===== src/rtl/core/ibf_pkg.sv =====
// Shared types, constants and the CRC-32 byte step for the invertible Bloom filter engine.
// Used by ibf_ctrl, ibf_dp and invertible_bloom_filter_engine_unit; no dependencies.
package ibf_pkg;

  localparam int MAX_BUCKETS = 1024;
  localparam int MAX_HASHES  = 8;
  localparam int COUNT_BITS  = 16;
  localparam int ITER_LIMIT  = 65536;

  localparam int BIDX_W  = $clog2(MAX_BUCKETS);
  localparam int SIZE_W  = $clog2(MAX_BUCKETS + 1);
  localparam int HW      = $clog2(MAX_HASHES + 1);
  localparam int HSEL_W  = $clog2(MAX_HASHES);
  localparam int ITER_W  = $clog2(ITER_LIMIT);
  localparam int NB_W    = 11;
  localparam int HC_W    = 4;
  localparam int KEY_W   = 64;
  localparam int HASH_W  = 32;
  localparam int TOT_W   = 32;

  localparam logic [31:0] CRC_POLY = 32'hEDB88320;
  localparam logic [31:0] CRC_INIT = 32'hFFFFFFFF;

  typedef enum logic [1:0] {
    F_INSERT = 2'd0,
    F_REMOVE = 2'd1,
    F_SUB    = 2'd2,
    F_DECODE = 2'd3
  } func_e;

  typedef enum logic [1:0] {
    ST_DONE    = 2'd0,
    ST_DECODED = 2'd1,
    ST_EMPTY   = 2'd2,
    ST_UNDEC   = 2'd3
  } status_e;

  // one bucket as stored
  typedef struct packed {
    logic [COUNT_BITS-1:0] cnt;
    logic [KEY_W-1:0]      key;
    logic [HASH_W-1:0]     hsum;
  } bucket_t;

  // controller to datapath
  typedef struct packed {
    logic    clr_step;
    logic    load;
    logic    crc_step;
    logic    div_start;
    logic    div_step;
    logic    h_cap;
    logic    chain_init;
    logic    idx_chk;
    logic    scan_ev;
    logic    scan_take;
    logic    scan_next;
    logic    ap_next;
    logic    mem_rd;
    logic    rd_scan;
    logic    mem_wr;
    logic    tot_inc;
    logic    out_fire;
    status_e out_code;
  } cmd_t;

  // datapath to controller
  typedef struct packed {
    logic clr_last;
    logic crc_last;
    logic div_last;
    logic chain_done;
    logic want_zero;
    logic hash_match;
    logic hit;
    logic ap_last;
    logic cand;
    logic scan_last;
    logic empty;
    logic sub_ok;
  } sts_t;

  // reflected CRC-32 over one byte
  function automatic logic [31:0] crc_byte(input logic [31:0] c_in, input logic [7:0] b);
    logic [31:0] c;
    c = c_in ^ {24'd0, b};
    for (int k = 0; k < 8; k++) begin
      c = (c >> 1) ^ (CRC_POLY & {32{c[0]}});
    end
    return c;
  endfunction

endpackage


===== src/rtl/core/ibf_ctrl.sv =====
// Sequencing state machine for the invertible Bloom filter engine.
// Depends on ibf_pkg; drives ibf_dp through cmd_t and reads sts_t.
module ibf_ctrl (
  input  logic              clk_i,
  input  logic              rst_ni,
  input  logic              start,
  input  logic [1:0]        func_i,
  input  ibf_pkg::sts_t     sts_i,
  output ibf_pkg::cmd_t     cmd_o,
  output logic              busy
);

  typedef enum logic [13:0] {
    S_CLR   = 14'b00000000000001,
    S_IDLE  = 14'b00000000000010,
    S_HCRC  = 14'b00000000000100,
    S_HCHK  = 14'b00000000001000,
    S_CCRC  = 14'b00000000010000,
    S_CDIV  = 14'b00000000100000,
    S_CCHK  = 14'b00000001000000,
    S_HIT   = 14'b00000010000000,
    S_APRD  = 14'b00000100000000,
    S_APWR  = 14'b00001000000000,
    S_FIN   = 14'b00010000000000,
    S_SRD   = 14'b00100000000000,
    S_SEV   = 14'b01000000000000,
    S_SNEXT = 14'b10000000000000
  } state_e;

  state_e state_q, state_d;
  ibf_pkg::func_e op_q, op_d;
  logic is_dec;

  assign is_dec = (op_q == ibf_pkg::F_DECODE);
  assign busy   = (state_q != S_IDLE);

  // next state and commands
  always_comb begin
    state_d = state_q;
    op_d    = op_q;
    cmd_o   = '0;
    cmd_o.out_code = ibf_pkg::ST_DONE;
    case (state_q)
      S_CLR: begin
        cmd_o.clr_step = 1'b1;
        if (sts_i.clr_last) state_d = S_IDLE;
      end
      S_IDLE: begin
        if (start) begin
          cmd_o.load = 1'b1;
          op_d = ibf_pkg::func_e'(func_i);
          case (ibf_pkg::func_e'(func_i))
            ibf_pkg::F_INSERT, ibf_pkg::F_REMOVE: state_d = S_HCRC;
            ibf_pkg::F_SUB: begin
              if (sts_i.sub_ok) state_d = S_APRD;
              else cmd_o.out_fire = 1'b1;
            end
            ibf_pkg::F_DECODE: state_d = S_SRD;
            default: state_d = S_IDLE;
          endcase
        end
      end
      S_HCRC: begin
        cmd_o.crc_step = 1'b1;
        if (sts_i.crc_last) state_d = S_HCHK;
      end
      S_HCHK: begin
        if (!is_dec) begin
          cmd_o.h_cap = 1'b1;
          cmd_o.chain_init = 1'b1;
          state_d = sts_i.want_zero ? S_FIN : S_CCRC;
        end else if (sts_i.hash_match) begin
          cmd_o.chain_init = 1'b1;
          state_d = sts_i.want_zero ? S_SNEXT : S_CCRC;
        end else begin
          state_d = S_SNEXT;
        end
      end
      S_CCRC: begin
        cmd_o.crc_step = 1'b1;
        if (sts_i.crc_last) begin
          cmd_o.div_start = 1'b1;
          state_d = S_CDIV;
        end
      end
      S_CDIV: begin
        cmd_o.div_step = 1'b1;
        if (sts_i.div_last) state_d = S_CCHK;
      end
      S_CCHK: begin
        cmd_o.idx_chk = 1'b1;
        if (sts_i.chain_done) state_d = is_dec ? S_HIT : S_APRD;
        else state_d = S_CCRC;
      end
      S_HIT: begin
        if (sts_i.hit) begin
          cmd_o.tot_inc = 1'b1;
          state_d = S_APRD;
        end else begin
          state_d = S_SNEXT;
        end
      end
      S_APRD: begin
        cmd_o.mem_rd = 1'b1;
        state_d = S_APWR;
      end
      S_APWR: begin
        cmd_o.mem_wr = 1'b1;
        if (sts_i.ap_last) state_d = S_FIN;
        else begin
          cmd_o.ap_next = 1'b1;
          state_d = S_APRD;
        end
      end
      S_FIN: begin
        cmd_o.out_fire = 1'b1;
        cmd_o.out_code = is_dec ? ibf_pkg::ST_DECODED : ibf_pkg::ST_DONE;
        state_d = S_IDLE;
      end
      S_SRD: begin
        cmd_o.mem_rd  = 1'b1;
        cmd_o.rd_scan = 1'b1;
        state_d = S_SEV;
      end
      S_SEV: begin
        cmd_o.scan_ev = 1'b1;
        if (sts_i.cand) begin
          cmd_o.scan_take = 1'b1;
          state_d = S_HCRC;
        end else begin
          state_d = S_SNEXT;
        end
      end
      S_SNEXT: begin
        if (sts_i.scan_last) begin
          cmd_o.out_fire = 1'b1;
          cmd_o.out_code = sts_i.empty ? ibf_pkg::ST_EMPTY : ibf_pkg::ST_UNDEC;
          state_d = S_IDLE;
        end else begin
          cmd_o.scan_next = 1'b1;
          state_d = S_SRD;
        end
      end
      default: state_d = S_IDLE;
    endcase
  end

  // state register
  always_ff @(posedge clk_i or negedge rst_ni) begin
    if (!rst_ni) begin
      state_q <= S_CLR;
      op_q    <= ibf_pkg::F_INSERT;
    end else begin
      state_q <= state_d;
      op_q    <= op_d;
    end
  end

endmodule


===== config.mk =====
export PLATFORM = sky130hd
export DESIGN_NAME = ibf_ctrl
export DESIGN_NICKNAME = d
export VERILOG_FILES = /design/src/rtl/core/ibf_pkg.sv /design/src/rtl/core/ibf_ctrl.sv
export SDC_FILE = /design/constraint.sdc
export NUM_CORES = 1
export LEC_CHECK = 0
export BUFFER_PORTS_ARGS = -buffer_cell sky130_fd_sc_hd__buf_4
export CAP_MARGIN = 10
export CORE_MARGIN = 2
export CORE_UTILIZATION = 50
export CTS_CLUSTER_SIZE = 25
export DETAILED_ROUTE_END_ITERATION = 16
export GPL_TIMING_DRIVEN = 0
export PLACE_DENSITY = 0.79
export SYNTH_ARGS = -nofsm -noshare
export SYNTH_HDL_FRONTEND = slang
export SYNTH_SLANG_ARGS = --single-unit

===== constraint.sdc =====
create_clock -name clk_i -period 2.93 [get_ports clk_i]
set_input_delay 0.586 -clock clk_i [delete_from_list [all_inputs] [get_ports clk_i]]
set_output_delay 0.586 -clock clk_i [all_outputs]
set_load 0.01 [all_outputs]

==> metrics.cfg <==
[sta]
rsz0062_at_grt=true
holdWs_ns=0.132
max_freq_mhz=337
finalHoldViolations=0
worstMarginPinSlew_ns=0.557
slew_headroom=0.625
worst_slack_ns=-0.0353
clock_skew_ns=0.00126
setup_viol=4
min_period_ns=2.97
drv_slew=0
timing.setup.tns_ns=-0.0810
fin_crit_sh=1.01

[die]
fp.dieH_um=52.3
coreArea_sq_mm=0.00221
ios=37
dieWidth_um=52.3
dieArea_sq_mm=0.00274
num_rows=17
initial_utilization=0.528

[setup_path]
worstPathRequired_ns=2.34
startpoint_type=flop
r2r_cells=7
crit_fanout=8
crit_type=reg2out
critPathArrivalTime_ns=2.38
endpoint_kind=primary output

[hold_path]
hold_path.class=in2async

[pwr]
p_leak_nw=0.852
vdd_drop_max_mv=0.477
power_density_mw_per_mm2=715

[place]
port_buffers=36
hpwl_um=2570
place_congestion=0.864

[drt]
ant_nets=0
drtPass1Iterations=4
drt_iter0_drc=65
detail_route.wl_per_cell_um=19.1
wirelength_um=4310
vias_per_cell=6.42
remaining_drc_errors=0
num_vias=1444

[yosys]
synth_area_leader_cell=dfrtp_1
yosys_warnings=0
ys_top_cells_by_area=dfrtp_1 32%, nor2_1 5.1%, inv_1 2.9%, nand2_1 2.9%, nand2b_1 2.7%
ys_seq_area_frac=0.344
synthesis.area_per_instance_sq_um=8.47
ys_top_cells_by_count=16 x nor2_1, 15 x dfrtp_1, 9 x inv_1, 9 x nand2_1
synth_edf_count=0
synth-seq-cells=16
async_flop_share=1.00
synth_most_common_cell=nor2_1
netlist_area_sq_mm=0.00117
ys.flop_type=dfrtp_1
synth_cell_types=46
synth_top_area_frac=0.321
syn_nets=155
synth_cells=138

[cts]
clk_pin_slew_worst_paths_ns=0.10
cts.sinks=16
h-tree-depth=1
insertion_delay_ns=0.30
ctsLongestPathBuffers=2
cts_buffers=3
cts_tree=built
cts_root_buf=clkbuf_4
ctsHoldBuffers=0

[run]
maxCapViolations=0

[run_status]
violations=negative setup slack
outcome=complete, but fails checks

[global_routing]
grtUsageTotal=0.312
grt_pass1_wl_um=6300
antenna_found_initial=0
grt_overflow_total=0
grt_max_degree=17
first_global_vias=1370

[final_layout]
finalNetCount=215
syn_to_final_growth_pct=51.9
drive_above_1_share=0.503
n_antenna_cell=0

-- where the power goes --
part / internal (mW) / switching [mW]
combinational: 0.393 / 0.411
sequential: 0.263 / 0.0496
clock: 0.0758 / 0.0769
-- repair_timing --
item | 4_1_cts | 5_1_grt
cloned | 1 | 0
buffers inserted | 9 | 14
pin swaps | 7 | 4
endpoints found under the hold margin | 0 | 0
setup endpoints to repair | 11 | 10
gates resized for setup | 27 | 4
-- logic make-up after synthesis --
family | synth area share
compound gates | 0.134
xor+xnor | 0.0300
buf+inv | 0.0717
flops | 0.344
mux | 0.0193
simple gates | 0.401
-- metal layers --
layer | track usage | vias to the layer above | wire [um]
li1 | - | 635 | -
met1 | 0.396 | 674 | 1550
met2 | 0.506 | 115 | 2130
met3 | 0.0600 | 20 | 478
met4 | 0.150 | 0 | 149
met5 | 0 | - | 0
-- cell usage in the layout, fill, tap and decap left out, types with 4 or more instances in the layout --
cell type,count
a21oi_1,4
buf_4,57
buf_6,4
dfrtp_1,9
dfrtp_2,6
inv_1,8
nand2_1,8
nand2b_1,5
nor2_1,16
nor3_1,4
o22ai_1,4
or4_4,5
-- state kept, by name, indices dropped and copies added (netlist names) --
signal,flops
op_q,2
state_q,14
-- critical path, stage by stage, from the launching register on --
cell and delay [ns]:
dfrtp_1 0.50, or4_4 0.46, buf_6 0.15, or4_4 0.53
nor4b_4 0.27, buf_4 0.17
-- stage by stage --
step	cells	util	total power, mW	worst slack [ns]	cell area, sq um
floorplan	138	-	0.708	0.159	1170
global placement	202	0.666	0.852	-0.0809	1470
detailed placement	202	0.666	0.883	-0.0795	1470
CTS	212	0.752	1.19	-0.0373	1660
global route	225	0.803	1.34	-0.113	1780
finish	225	0.803	1.27	-0.0353	1780
-- layout make-up --
type,instances,area [sq um]
buffer,3,26.3
clock buffer,4,36.3
fill,146,437
inverter,9,33.8
multi-input combinational,106,785
sequential,16,409
tap,28,35.0
timing repair buffer,59,450
-- path summary, 6_finish.rpt --
check                                            start                     end  slack, ns
min in group clk_i              state_q[9]$_DFFE_PN0P_  state_q[9]$_DFFE_PN0P_       0.50
worst min register to register  state_q[9]$_DFFE_PN0P_  state_q[9]$_DFFE_PN0P_       0.50
worst max register to register  state_q[2]$_DFFE_PN0P_  state_q[1]$_DFFE_PN0P_       0.32
worst min-delay path                            rst_ni  state_q[8]$_DFFE_PN0P_       0.13
worst max-delay path            state_q[1]$_DFFE_PN0P_                cmd_o[7]      -0.04
max in group asynchronous                       rst_ni  state_q[0]$_DFFE_PN1P_       2.54
Note: power is estimated with default switching activity, not from simulation.
